==> src/hw/rtl/midi_pkg.sv <==
// Shared types and constants for the MIDI track event parser.
// No dependencies; used by midi_step and midi_track_event_parser_unit.
`timescale 1ns / 1ps
`default_nettype none

package midi_pkg;

   typedef enum logic [3:0] {
      PH_HUNT      = 4'd0,
      PH_LEN       = 4'd1,
      PH_DELTA     = 4'd2,
      PH_STATUS    = 4'd3,
      PH_META_TYPE = 4'd4,
      PH_META_LEN  = 4'd5,
      PH_META_DATA = 4'd6,
      PH_SYSEX     = 4'd7,
      PH_DATA1     = 4'd8,
      PH_DATA2     = 4'd9
   } midi_phase_type;

   typedef enum logic [3:0] {
      EV_NOTE_ON   = 4'd0,
      EV_NOTE_OFF  = 4'd1,
      EV_CTRL      = 4'd2,
      EV_PROG      = 4'd3,
      EV_SEQNUM    = 4'd4,
      EV_TEMPO     = 4'd5,
      EV_TIMESIG   = 4'd6,
      EV_KEYSIG    = 4'd7,
      EV_END       = 4'd8,
      EV_SYSEX     = 4'd9,
      EV_OTHERMETA = 4'd10,
      EV_HEADERR   = 4'd11,
      EV_BADSTATUS = 4'd12
   } midi_kind_type;

   // upper nibble of channel statuses that are handled
   localparam logic [3:0] HI_NOTE_OFF = 4'h8;
   localparam logic [3:0] HI_NOTE_ON  = 4'h9;
   localparam logic [3:0] HI_CTRL     = 4'hB;
   localparam logic [3:0] HI_PROG     = 4'hC;

   localparam logic [7:0] STATUS_SYSEX   = 8'hF0;
   localparam logic [7:0] STATUS_SYSEX_END = 8'hF7;
   localparam logic [7:0] STATUS_META    = 8'hFF;

   localparam logic [7:0] META_SEQNUM  = 8'h00;
   localparam logic [7:0] META_END     = 8'h2F;
   localparam logic [7:0] META_TEMPO   = 8'h51;
   localparam logic [7:0] META_TIMESIG = 8'h58;
   localparam logic [7:0] META_KEYSIG  = 8'h59;

   localparam logic [7:0] MAGIC_FIRST = 8'h4D;

   typedef struct packed {
      midi_phase_type phase;
      logic [2:0]     byte_count;
      logic [7:0]     running_status;
      logic [31:0]    tick_total;
      logic [31:0]    length_accum;
      logic [7:0]     meta_kind;
      logic [31:0]    meta_left;
      logic [31:0]    value_accum;
      logic [6:0]     first_data;
   } midi_state_type;

   typedef struct packed {
      midi_kind_type kind;
      logic [3:0]    channel;
      logic [7:0]    key_or_number;
      logic [6:0]    velocity_or_value;
      logic [31:0]   meta_value;
      logic [31:0]   running_time;
   } midi_result_type;

   // "MTrk"
   function automatic logic [7:0] magic_byte(input logic [1:0] idx);
      logic [7:0] val;
      case (idx)
         2'd0:    val = 8'h4D;
         2'd1:    val = 8'h54;
         2'd2:    val = 8'h72;
         2'd3:    val = 8'h6B;
         default: val = 8'h4D;
      endcase
      return val;
   endfunction

   function automatic logic is_chan_hi(input logic [3:0] hi);
      return (hi == HI_NOTE_OFF) || (hi == HI_NOTE_ON) || (hi == HI_CTRL) || (hi == HI_PROG);
   endfunction

endpackage

`default_nettype wire

==> src/hw/rtl/midi_step.sv <==
// Combinational next-state and result logic for one track byte.
// Depends on midi_pkg.
`timescale 1ns / 1ps
`default_nettype none

module midi_step (
   input  wire midi_pkg::midi_state_type cur,
   input  wire logic [7:0]               data_byte,
   input  wire logic                     restart,
   output midi_pkg::midi_state_type      nxt,
   output logic                          emit,
   output midi_pkg::midi_result_type     res
);
   import midi_pkg::*;

   midi_phase_type ph;
   logic [2:0]     bc;
   logic [3:0]     hi;
   logic [3:0]     ch;
   logic [6:0]     b7;
   logic           cont;
   logic [31:0]    len7;
   logic [31:0]    va7;
   logic [31:0]    va8;
   logic [31:0]    left_dec;
   logic [31:0]    fin_va;
   midi_kind_type  fm_kind;
   logic [31:0]    fm_value;

   assign ph       = restart ? PH_HUNT : cur.phase;
   assign bc       = restart ? 3'd0 : cur.byte_count;
   assign hi       = cur.running_status[7:4];
   assign ch       = cur.running_status[3:0];
   assign b7       = data_byte[6:0];
   assign cont     = data_byte[7];
   assign len7     = {cur.length_accum[24:0], b7};
   assign va7      = {cur.value_accum[24:0], b7};
   assign va8      = {cur.value_accum[23:0], data_byte};
   assign left_dec = cur.meta_left - 32'd1;
   assign fin_va   = (ph == PH_META_DATA) ? va8 : 32'd0;

   // meta decode at the last data byte (or at a zero length)
   always_comb begin
      fm_kind  = EV_OTHERMETA;
      fm_value = 32'd0;
      case (cur.meta_kind)
         META_SEQNUM: begin
            if (cur.length_accum == 32'd2) begin
               fm_kind  = EV_SEQNUM;
               fm_value = {16'd0, fin_va[15:0]};
            end
         end
         META_TEMPO: begin
            if (cur.length_accum == 32'd3) begin
               fm_kind  = EV_TEMPO;
               fm_value = {8'd0, fin_va[23:0]};
            end
         end
         META_TIMESIG: begin
            if (cur.length_accum == 32'd4) begin
               fm_kind  = EV_TIMESIG;
               fm_value = fin_va;
            end
         end
         META_KEYSIG: begin
            if (cur.length_accum == 32'd2) begin
               fm_kind  = EV_KEYSIG;
               fm_value = {16'd0, fin_va[15:0]};
            end
         end
         META_END: begin
            fm_kind = EV_END;
         end
         default: begin
            fm_kind = EV_OTHERMETA;
         end
      endcase
   end

   always_comb begin
      nxt                   = cur;
      nxt.phase             = ph;
      nxt.byte_count        = bc;
      emit                  = 1'b0;
      res.kind              = EV_HEADERR;
      res.channel           = 4'd0;
      res.key_or_number     = 8'd0;
      res.velocity_or_value = 7'd0;
      res.meta_value        = 32'd0;

      case (ph)
         PH_HUNT: begin
            if (data_byte == magic_byte(bc[1:0])) begin
               if (bc == 3'd3) begin
                  nxt.byte_count   = 3'd0;
                  nxt.length_accum = 32'd0;
                  nxt.phase        = PH_LEN;
               end else begin
                  nxt.byte_count = bc + 3'd1;
               end
            end else begin
               nxt.byte_count    = (data_byte == MAGIC_FIRST) ? 3'd1 : 3'd0;
               emit              = 1'b1;
               res.kind          = EV_HEADERR;
               res.key_or_number = data_byte;
            end
         end
         PH_LEN: begin
            nxt.length_accum = {cur.length_accum[23:0], data_byte};
            if (bc == 3'd3) begin
               nxt.byte_count     = 3'd0;
               nxt.tick_total     = 32'd0;
               nxt.running_status = 8'd0;
               nxt.value_accum    = 32'd0;
               nxt.phase          = PH_DELTA;
            end else begin
               nxt.byte_count = bc + 3'd1;
            end
         end
         PH_DELTA: begin
            nxt.value_accum = va7;
            if (!cont) begin
               nxt.tick_total  = cur.tick_total + va7;
               nxt.value_accum = 32'd0;
               nxt.phase       = PH_STATUS;
            end
         end
         PH_STATUS: begin
            if (!cont) begin
               if (is_chan_hi(hi)) begin
                  nxt.first_data = b7;
                  if (hi == HI_PROG) begin
                     nxt.phase         = PH_DELTA;
                     nxt.value_accum   = 32'd0;
                     emit              = 1'b1;
                     res.kind          = EV_PROG;
                     res.channel       = ch;
                     res.key_or_number = {1'b0, b7};
                  end else begin
                     nxt.phase = PH_DATA2;
                  end
               end else begin
                  nxt.phase         = PH_HUNT;
                  nxt.byte_count    = 3'd0;
                  emit              = 1'b1;
                  res.kind          = EV_BADSTATUS;
                  res.key_or_number = data_byte;
               end
            end else if (data_byte == STATUS_META) begin
               nxt.running_status = 8'd0;
               nxt.phase          = PH_META_TYPE;
            end else if (data_byte == STATUS_SYSEX || data_byte == STATUS_SYSEX_END) begin
               nxt.running_status = 8'd0;
               nxt.phase          = PH_SYSEX;
            end else if (is_chan_hi(data_byte[7:4])) begin
               nxt.running_status = data_byte;
               nxt.phase          = PH_DATA1;
            end else begin
               nxt.running_status = 8'd0;
               nxt.phase          = PH_HUNT;
               nxt.byte_count     = 3'd0;
               emit               = 1'b1;
               res.kind           = EV_BADSTATUS;
               res.key_or_number  = data_byte;
            end
         end
         PH_META_TYPE: begin
            nxt.meta_kind    = data_byte;
            nxt.length_accum = 32'd0;
            nxt.phase        = PH_META_LEN;
         end
         PH_META_LEN, PH_META_DATA: begin
            if (ph == PH_META_LEN) begin
               nxt.length_accum = len7;
               if (!cont) begin
                  nxt.meta_left   = len7;
                  nxt.value_accum = 32'd0;
                  nxt.phase       = PH_META_DATA;
               end
            end else begin
               nxt.value_accum = va8;
               nxt.meta_left   = left_dec;
            end
            // zero length ends at the length byte, otherwise at the last data byte
            if ((ph == PH_META_LEN && !cont && len7 == 32'd0) ||
                (ph == PH_META_DATA && left_dec == 32'd0)) begin
               nxt.value_accum   = 32'd0;
               emit              = 1'b1;
               res.kind          = fm_kind;
               res.key_or_number = cur.meta_kind;
               res.meta_value    = fm_value;
               if (fm_kind == EV_END) begin
                  nxt.phase      = PH_HUNT;
                  nxt.byte_count = 3'd0;
               end else begin
                  nxt.phase = PH_DELTA;
               end
            end
         end
         PH_SYSEX: begin
            if (data_byte == STATUS_SYSEX_END) begin
               nxt.phase       = PH_DELTA;
               nxt.value_accum = 32'd0;
               emit            = 1'b1;
               res.kind        = EV_SYSEX;
            end
         end
         PH_DATA1: begin
            nxt.first_data = b7;
            if (hi == HI_PROG) begin
               nxt.phase         = PH_DELTA;
               nxt.value_accum   = 32'd0;
               emit              = 1'b1;
               res.kind          = EV_PROG;
               res.channel       = ch;
               res.key_or_number = {1'b0, b7};
            end else begin
               nxt.phase = PH_DATA2;
            end
         end
         PH_DATA2: begin
            nxt.phase         = PH_DELTA;
            nxt.value_accum   = 32'd0;
            emit              = 1'b1;
            res.channel       = ch;
            res.key_or_number = {1'b0, cur.first_data};
            if (hi == HI_NOTE_OFF || (hi == HI_NOTE_ON && b7 == 7'd0)) begin
               res.kind = EV_NOTE_OFF;
            end else if (hi == HI_NOTE_ON) begin
               res.kind              = EV_NOTE_ON;
               res.velocity_or_value = b7;
            end else begin
               res.kind              = EV_CTRL;
               res.velocity_or_value = b7;
            end
         end
         default: begin
            nxt.phase      = PH_HUNT;
            nxt.byte_count = 3'd0;
         end
      endcase

      res.running_time = nxt.tick_total;
   end

endmodule

`default_nettype wire

==> src/hw/rtl/midi_track_event_parser_unit.sv <==
// Top level of the MIDI track event parser: parser state, result register, handshakes.
// Depends on midi_pkg and midi_step.
//
// Usage:
//  - req channel carries the raw track chunk one byte per request, starting at the
//    "MTrk" magic. req_tuser high restarts the header hunt with that byte.
//  - Each request yields zero or one result on the rsp channel: note on/off,
//    controller, program, metas (decoded or other), sysex, end of track, or an error
//    (bad magic byte, unknown status). running_time is the wrapped tick count.
//  - Output: a registered result shows on rsp in the cycle after its completing request.
//  - Throughput: one byte per cycle unless rsp stalls; the whole byte update is one pass
//    of small shift/add logic between the parser state and the result register.
//  - Stall: the single result register holds its result while rsp_tready is low;
//    req_tready drops only while that register is full and not being drained,
//    so a stalled receiver stops the input after at most one pending result.
//  - Reset: synchronous, active high; parser returns to header hunt with all
//    counters and running status cleared, and the result register is emptied.
//  - Errors do not stop the stream: the parser simply hunts for the next magic.
`timescale 1ns / 1ps
`default_nettype none

module midi_track_event_parser_unit (
   input  wire logic        clock,
   input  wire logic        reset,
   input  wire logic        req_tvalid,
   output logic             req_tready,
   input  wire logic [7:0]  req_tdata,   // [7:0] data_byte
   input  wire logic        req_tuser,   // [0] restart
   output logic             rsp_tvalid,
   input  wire logic        rsp_tready,
   output logic [87:0]      rsp_tdata,   // [3:0] channel, [11:4] key_or_number,
                                         // [18:12] velocity_or_value, [50:19] meta_value,
                                         // [82:51] running_time, [87:83] zero
   output logic [3:0]       rsp_tuser    // [3:0] event_kind
);
   import midi_pkg::*;

   midi_state_type  state_ff;
   midi_state_type  state_in;
   midi_result_type result_ff;
   midi_result_type step_res;
   logic            step_emit;
   logic            rsp_valid_ff;
   logic            rsp_valid_in;
   logic            req_fire;

   midi_step u_step (
      .cur       (state_ff),
      .data_byte (req_tdata),
      .restart   (req_tuser),
      .nxt       (state_in),
      .emit      (step_emit),
      .res       (step_res)
   );

   // take a new byte whenever the result slot is free or being drained
   assign req_tready = !rsp_valid_ff || rsp_tready;
   assign req_fire   = req_tvalid && req_tready;

   always_comb begin
      if (req_fire) begin
         rsp_valid_in = step_emit;
      end else begin
         rsp_valid_in = rsp_valid_ff && !rsp_tready;
      end
   end

   always_ff @(posedge clock) begin
      if (reset) begin
         state_ff.phase          <= PH_HUNT;
         state_ff.byte_count     <= 3'd0;
         state_ff.running_status <= 8'd0;
         state_ff.tick_total     <= 32'd0;
         state_ff.length_accum   <= 32'd0;
         state_ff.meta_kind      <= 8'd0;
         state_ff.meta_left      <= 32'd0;
         state_ff.value_accum    <= 32'd0;
         state_ff.first_data     <= 7'd0;
         rsp_valid_ff            <= 1'b0;
      end else begin
         rsp_valid_ff <= rsp_valid_in;
         if (req_fire) begin
            state_ff <= state_in;
         end
      end
   end

   // payload, no reset
   always_ff @(posedge clock) begin
      if (req_fire && step_emit) begin
         result_ff <= step_res;
      end
   end

   assign rsp_tvalid = rsp_valid_ff;
   assign rsp_tuser  = result_ff.kind;
   assign rsp_tdata  = {5'd0, result_ff.running_time, result_ff.meta_value,
                        result_ff.velocity_or_value, result_ff.key_or_number,
                        result_ff.channel};

   // header hunt never indexes past the last magic byte
   a_hunt_count: assert property (@(posedge clock) disable iff (reset)
      (state_ff.phase == PH_HUNT || state_ff.phase == PH_LEN) |-> state_ff.byte_count <= 3'd3)
      else $error("byte count out of range");

   // end of track and errors send the parser back to header hunt
   a_end_hunt: assert property (@(posedge clock) disable iff (reset)
      (req_fire && step_emit && (step_res.kind == EV_END || step_res.kind == EV_HEADERR ||
       step_res.kind == EV_BADSTATUS)) |=> state_ff.phase == PH_HUNT)
      else $error("no return to header hunt");

   // a channel event leaves a usable running status behind
   a_chan_status: assert property (@(posedge clock) disable iff (reset)
      (req_fire && step_emit && (step_res.kind == EV_NOTE_ON || step_res.kind == EV_NOTE_OFF ||
       step_res.kind == EV_CTRL || step_res.kind == EV_PROG))
      |=> is_chan_hi(state_ff.running_status[7:4]))
      else $error("channel event without running status");

   // non-channel events report channel zero
   a_chan_zero: assert property (@(posedge clock) disable iff (reset)
      (req_fire && step_emit && !(step_res.kind == EV_NOTE_ON || step_res.kind == EV_NOTE_OFF ||
       step_res.kind == EV_CTRL || step_res.kind == EV_PROG)) |-> step_res.channel == 4'd0)
      else $error("channel set on non-channel event");

   // a pending result is not overwritten while stalled
   a_no_overrun: assert property (@(posedge clock) disable iff (reset)
      (rsp_valid_ff && !rsp_tready) |-> !req_fire)
      else $error("request taken while result stalled");

endmodule

`default_nettype wire

==> config.mk <==
export PLATFORM = sky130hd
export DESIGN_NAME = midi_track_event_parser_unit
export DESIGN_NICKNAME = d
export VERILOG_FILES = /design/src/hw/rtl/midi_pkg.sv /design/src/hw/rtl/midi_step.sv /design/src/hw/rtl/midi_track_event_parser_unit.sv
export SDC_FILE = /design/constraint.sdc
export NUM_CORES = 1
export LEC_CHECK = 0
export BUFFER_PORTS_ARGS = -buffer_cell sky130_fd_sc_hd__buf_2
export CAP_MARGIN = 20
export CELL_PAD_IN_SITES_DETAIL_PLACEMENT = 0
export CELL_PAD_IN_SITES_GLOBAL_PLACEMENT = 2
export CORE_MARGIN = 2
export CORE_UTILIZATION = 35
export CTS_BUF_LIST = sky130_fd_sc_hd__clkbuf_8
export DETAILED_ROUTE_END_ITERATION = 10
export PLACE_DENSITY_LB_ADDON = 0.1
export SLEW_MARGIN = 20
export SYNTH_ARGS = -nofsm -noshare
export SYNTH_HDL_FRONTEND = slang
export SYNTH_SLANG_ARGS = --single-unit
==> constraint.sdc <==
create_clock -name clock -period 5.8 [get_ports clock]
set_input_delay 1.16 -clock clock [delete_from_list [all_inputs] [get_ports clock]]
set_output_delay 1.16 -clock clock [all_outputs]
set_load 0.005 [all_outputs]
; ---- After elaboration in Yosys (flattened, before gate mapping)
; Index checks and enable logic that the tools add are counted.
[word_totals]
elab_cells = 199
out_inout_bits = 94
register_bits = 246
input_bits = 13
[op_classes]
reduce_logical = 41
eq_ne = 44
addsub = 3
bitwise_logic = 1
n_mux = 94
[op_table]
columns = cell, n
row1 = two-way mux 32 bit, 10
row2 = one-hot mux 32 bit (7 select lines), 1
row3 = two-way mux 64 bit, 2
row4 = one-hot mux 32 bit (4 select lines), 1
row5 = two-way mux 4 bit, 24
row6 = two-way mux 8 bit, 12
row7 = one-hot mux 32 bit (3 select lines), 1
row8 = two-way mux 39 bit, 2
row9 = "equality test 32 x 2 -> 1 bit, second input constant", 2
row10 = zero test 32 bit, 2
row11 = one-hot mux 32 bit (2 select lines), 1
row12 = "equality test 4 bit, second input constant", 11
row13 = two-way mux 40 bit, 1
row14 = one-hot mux 4 bit (5 select lines), 2
row15 = one-hot mux 8 bit (5 select lines), 1
row16 = one-hot mux 4 bit (9 select lines), 1
row17 = adder 32 bit, 1
row18 = "equality test 32 x 3 -> 1 bit, second input constant", 1
row19 = "equality test 8 x 7 -> 1 bit, second input constant", 4
row20 = two-way mux 16 bit, 2
row21 = one-hot mux 8 bit (4 select lines), 1
row22 = "subtractor 32 x 1 -> 32 bit, second input constant", 1
row23 = two-way mux 3 bit, 9
row24 = "equality test 8 bit, second input constant", 3
row25 = other kinds (39), 87

; ---- Depth between registers and ports, before layout
[logic_depth]
ltp_word = 10
mapped_depth = 13
depth_no_buf = 10

; ---- By module
; Synthesis repeated with hierarchy kept, for this count alone.
[unflattened]
hier_cells = 1917
area_unflattened_um2 = 16524.6
[modules_own_cells]
columns = module, cells_each, seq_area_each_um2, n_inst, area_per_inst_um2
row1 = midi_track_event_parser_unit, 819, 5795.6, 1, 9863.2
row2 = midi_step, 1098, 0.0, 1, 6661.4

; ---- Least setup slack after synthesis
; No wires, ideal clock.
[synth_path]
path_kind = in2reg
from = in req_tuser
to = reg result_ff, in the netlist rsp_tdata[0] (enable)
setup_time_ns = 0.461
t_arrival_ns = 5.232
t_required_ns = 5.339
stages = 11
path_slack_ns = 0.107
cell_sequence = clkbuf_1 buf_1 nor2b_1 ha_1 nand2_1 nor3_1 o221ai_1 a22o_1 or3_1 clkbuf_1 o31a_1
[synth_between]
elab_chain_len = 8
[synth_lines]
columns = element, line_no
row1 = start: declaration, midi_track_event_parser_unit.sv:28  ; input wire logic req_tuser,
row2 = two-way mux 3 bit or two-way mux 4 bit (tied branches), "midi_step.sv:31, midi_step.sv:30"
row3 = equality test 2 bit (tied with other cells), midi_pkg.sv:79  ; case (idx)
row4 = one-hot mux 8 bit (4 select lines) or logical AND 1 bit (tied branches), "midi_pkg.sv:79, midi_step.sv:185"
row5 = two-way mux 8 bit or logical AND 1 bit (tied branches), "midi_step.sv:91, midi_step.sv:185"
row6 = equality test 8 bit or logical OR 1 bit (tied branches), "midi_step.sv:93, midi_step.sv:185"
row7 = "two-way mux 1 bit, on equally long branches", "midi_step.sv:93, midi_step.sv:185"
row8 = one-hot mux 1 bit (6 select lines) (*), midi_step.sv:91  ; case (ph)
row9 = logical AND 1 bit (*), midi_track_event_parser_unit.sv:90  ; if (req_fire && step_emit) begin
row10 = end signal: assignment, midi_track_event_parser_unit.sv:91  ; result_ff <= step_res;
row11 = end: declaration, midi_track_event_parser_unit.sv:40  ; midi_result_type result_ff;
; Every way passes the cells marked *; elsewhere a longest branch is shown, timed or not. The select of a mux whose other input is x is not followed.
; A chain may end at the register's enable or synchronous reset.

; ---- Final worst setup path
[layout_path]
from = reg state_ff[41] (netlist bit)
to = reg result_ff, in the netlist rsp_tdata[51] (enable)
[layout_between]
elab_chain_len = 7
[layout_lines]
columns = element, line_no
row1 = start: declaration, midi_track_event_parser_unit.sv:38  ; midi_state_type state_ff;
row2 = start signal: assignment, midi_track_event_parser_unit.sv:83  ; state_ff <= state_in;
row3 = subtractor 32 x 1 -> 32 bit, midi_step.sv:39  ; assign left_dec = cur.meta_left - 32'd1;
row4 = zero test 32 bit, midi_step.sv:186  ; (ph == PH_META_DATA && left_dec == 32'd0)) begin
row5 = logical AND 1 bit, midi_step.sv:186
row6 = logical OR 1 bit, midi_step.sv:185  ; if ((ph == PH_META_LEN && !cont && len7 == 32'd0) ||
row7 = two-way mux 1 bit, midi_step.sv:185
row8 = one-hot mux 1 bit (6 select lines), midi_step.sv:91
row9 = logical AND 1 bit, midi_track_event_parser_unit.sv:90
; No other way between the ends.

==> flow_summary.json <==
{
  "period_needed_ps": 4250,
  "gr-max-usage-layer": "met2",
  "hold-path-cell-count": 2,
  "path_max_fanout": 44,
  "ys_top_cells_by_count": "sky130_fd_sc_hd__nor2_1, sky130_fd_sc_hd__dfxtp_1, sky130_fd_sc_hd__nand2_1",
  "timing.reg2reg.worst_path_depth": 8,
  "clock_skew_ps": 34.0,
  "die_h_um": 198,
  "cap_violations": 0,
  "clkTransAtPathRegs_ps": 70,
  "wl_per_instance_um": 20.6,
  "io_pins": 107,
  "final_setup_violating_endpoints": 0,
  "power.clock.fraction": 0.476,
  "grt_antenna_before_repair": 0,
  "critPathArrivalTime_ps": 4540,
  "cts_buffer_depth": 3,
  "yosysWarningCount": 0,
  "fin_total_pwr_uw": 3800,
  "layout-area-overhead-vs-synth_pct": 14.5,
  "leakagePower_uw": 0.00591,
  "core_area_um2": 37400,
  "grtUsageMet1": 0.306,
  "place_inst": 2043,
  "final_layout_size_suffix_gt1_frac": 0.143,
  "vdd.ir_drop.worst_v": 0.000144,
  "cts-buffers-inserted": 46,
  "outcome": "finished clean",
  "power.share.switching": 0.246,
  "post_layout_nonfiller_instances": 2129,
  "design.die.area_um2": 39200,
  "cts_resized": 0,
  "slew_viol_final": 0,
  "synth_sequential_area_ratio": 0.429,
  "diode_insertion_count_for_antenna_repair": 0,
  "final_net_count": 1628,
  "place.gp.congestion": 0.853,
  "grtUsageTotal": 0.225,
  "internal-power_uw": 2860,
  "fin_tns_setup_ps": 0,
  "hold_buffers": 0,
  "cts.sinks": 239,
  "power.net_switching_uw": 937,
  "synth_area_um2": 13200,
  "grt.met2_usage": 0.360,
  "grt_max_degree": 81,
  "yosys.cell_count.top_type": "sky130_fd_sc_hd__nor2_1",
  "critPathKind": "reg2reg",
  "synth_top_flop_cell": "sky130_fd_sc_hd__dfxtp_1",
  "drt_iter0_drc": 787,
  "cts_tree": "built",
  "max_slew.worst_pin.slew_ps": 1090,
  "worstSkewPairLatency_ps": 630,
  "yosys.area.top_type": "sky130_fd_sc_hd__dfxtp_1",
  "share_seq_of_total_power": 0.472,
  "grt_pass1_wl_um": 68300,
  "hp-class": "reg2reg",
  "synth_seq_cells": 239,
  "layout_worst_path_cycle_share": 0.733,
  "wirelength_um": 43800,
  "gr-usage-met3": 0.0451,
  "htree_levels": 2,
  "final-hold-violation-count": 0,
  "post_drt_via_cell_ratio": 5.61,
  "combinationalPowerShare": 0.052,
  "timing.max_slew.rel_slack": 0.266,
  "syn_avg_cell_area_um2": 8.70,
  "rows": 71,
  "io_buffers": 101,
  "cell_types_occupying_the_most_area_after_synthesis": "sky130_fd_sc_hd__dfxtp_1, sky130_fd_sc_hd__edfxtp_1, sky130_fd_sc_hd__nor2_1",
  "post_synth_num_cell_types": 90,
  "cp_data_required_time_ps": 6090,
  "async_flop_share": 0,
  "drtPass1Iterations": 5,
  "initial_standard_cell_utilization_of_the_core": 0.352,
  "power_density_nw_per_um2": 252,
  "detailedPlacementHpwl_um": 30100,
  "vias": 12000,
  "post_cts.repair.setup_buffers": 0,
  "synthCells": 1514,
  "drc": 0,
  "rsz0062_at_grt": "false",
  "die_w_um": 198,
  "worst_setup_path_end_kind": "register",
  "setup.reg_to_reg.worst_slack_ps": 1550,
  "synth.top_cell.area_share": 0.231,
  "fin_util": 0.403,
  "clock_tree_root_buffer_cell": "sky130_fd_sc_hd__clkbuf_8",
  "finalWorstSetupSlack_ps": 1550,
  "edff_count_synth": 87,
  "fmaxAchievable_mhz": 235,
  "detail_route_antenna_nets": 0,
  "cp-start-kind": "register",
  "dpl_worst_slack_ps": 1100,
  "first_global_vias": 11400,
  "fillCellCount": 3822,
  "globalRoute.totalOverflow": 0
}
[worst max-delay path, stage by stage, from the launching register on]
cell and delay, ps:
sky130_fd_sc_hd__dfxtp_1 400, sky130_fd_sc_hd__or4_1 650, sky130_fd_sc_hd__nor4_1 490, sky130_fd_sc_hd__nand3_1 370, sky130_fd_sc_hd__o41a_1 490, sky130_fd_sc_hd__o31ai_4 130, sky130_fd_sc_hd__a41o_2 440, sky130_fd_sc_hd__o31a_2 560
sky130_fd_sc_hd__buf_12 310
[state kept, by name, summed over array words and instances, names as in the netlist]
| signal | count |
|---|---|
| rsp_tuser | 4 |
| state_ff | 151 |
| rsp_tdata | 83 |
| rsp_tvalid | 1 |
[logic make-up (layout without fill, tap and decap cells)]
logic type,Yosys count,count (layout),synth area share
simple gates,623,623,0.233
compound gates,442,442,0.235
flops,239,239,0.429
buf+inv,135,235,0.0424
fa+ha+maj,35,35,0.0338
xor+xnor,31,31,0.0206
mux,8,8,0.00617
other cells,1,5,0.000285
[routing by layer]
layer / share of wire / vias to the layer above / wire [um]
met2: 0.46 / 312 / 20200
met5: 0 / - / 0
met4: 0.028 / 0 / 1210
li1: - / 5800 / -
met1: 0.46 / 5776 / 20100
met3: 0.054 / 64 / 2350
[cell usage in the layout, fill, tap and decap left out, types with 15 or more instances in the layout]
| cell | netlist | layout |
|---|---|---|
| sky130_fd_sc_hd__a211oi_1 | 38 | 38 |
| sky130_fd_sc_hd__a21o_1 | 15 | 15 |
| sky130_fd_sc_hd__a21oi_1 | 106 | 106 |
| sky130_fd_sc_hd__a221oi_1 | 31 | 31 |
| sky130_fd_sc_hd__a22o_1 | 30 | 30 |
| sky130_fd_sc_hd__a22oi_1 | 22 | 22 |
| sky130_fd_sc_hd__a32oi_1 | 20 | 20 |
| sky130_fd_sc_hd__and2_1 | 49 | 49 |
| sky130_fd_sc_hd__buf_2 | 3 | 100 |
| sky130_fd_sc_hd__buf_4 | 7 | 25 |
| sky130_fd_sc_hd__clkbuf_8 | 0 | 50 |
| sky130_fd_sc_hd__dfxtp_1 | 152 | 152 |
| sky130_fd_sc_hd__edfxtp_1 | 87 | 87 |
| sky130_fd_sc_hd__ha_1 | 34 | 34 |
| sky130_fd_sc_hd__inv_1 | 22 | 37 |
| sky130_fd_sc_hd__nand2_1 | 137 | 137 |
| sky130_fd_sc_hd__nand3_1 | 35 | 35 |
| sky130_fd_sc_hd__nand4_1 | 15 | 15 |
| sky130_fd_sc_hd__nor2_1 | 183 | 180 |
| sky130_fd_sc_hd__nor3_1 | 79 | 79 |
| sky130_fd_sc_hd__nor4_1 | 22 | 21 |
| sky130_fd_sc_hd__o21ai_0 | 72 | 72 |
| sky130_fd_sc_hd__or3_1 | 18 | 18 |
| sky130_fd_sc_hd__xnor2_1 | 16 | 16 |
| sky130_fd_sc_hd__xor2_1 | 15 | 15 |
[metrics by stage]
step                      hold WS, ps  instance area, um^2
after CTS                         485                15100
after detailed placement          476                14100
final                             480                15100
after global placement            466                14100
after global routing              495                15100
after floorplan                   453                13200
[area by class of cell]
cell class	instances	area, um^2	area share
clock buffer	50	688	0.0456
clock inverter	36	293	0.0194
inverter	23	86.3	0.00572
multi-input combinational	1144	7010	0.465
sequential	239	5660	0.375
tap	511	639	0.0424
timing repair buffer	126	708	0.0470
[worst paths after layout]
kind,from,end
min,state_ff[111]$_SDFFE_PP0P_,state_ff[111]$_SDFFE_PP0P_
max reg2reg,state_ff[41]$_SDFFE_PP0P_,rsp_tdata[51]$_DFFE_PP_
min reg2reg,state_ff[111]$_SDFFE_PP0P_,state_ff[111]$_SDFFE_PP0P_
max,state_ff[41]$_SDFFE_PP0P_,rsp_tdata[51]$_DFFE_PP_
[power by group through the flow]
stage / combinational [uW] / clock (uW) / sequential, uW
finish: 199 / 1810 / 1790
global route: 220 / 1950 / 1800
CTS: 202 / 1870 / 1790
detailed placement: 201 / 0 / 1830
global placement: 200 / 0 / 1830
floorplan: 106 / 0 / 1830
(Power assumes the default switching activity.)
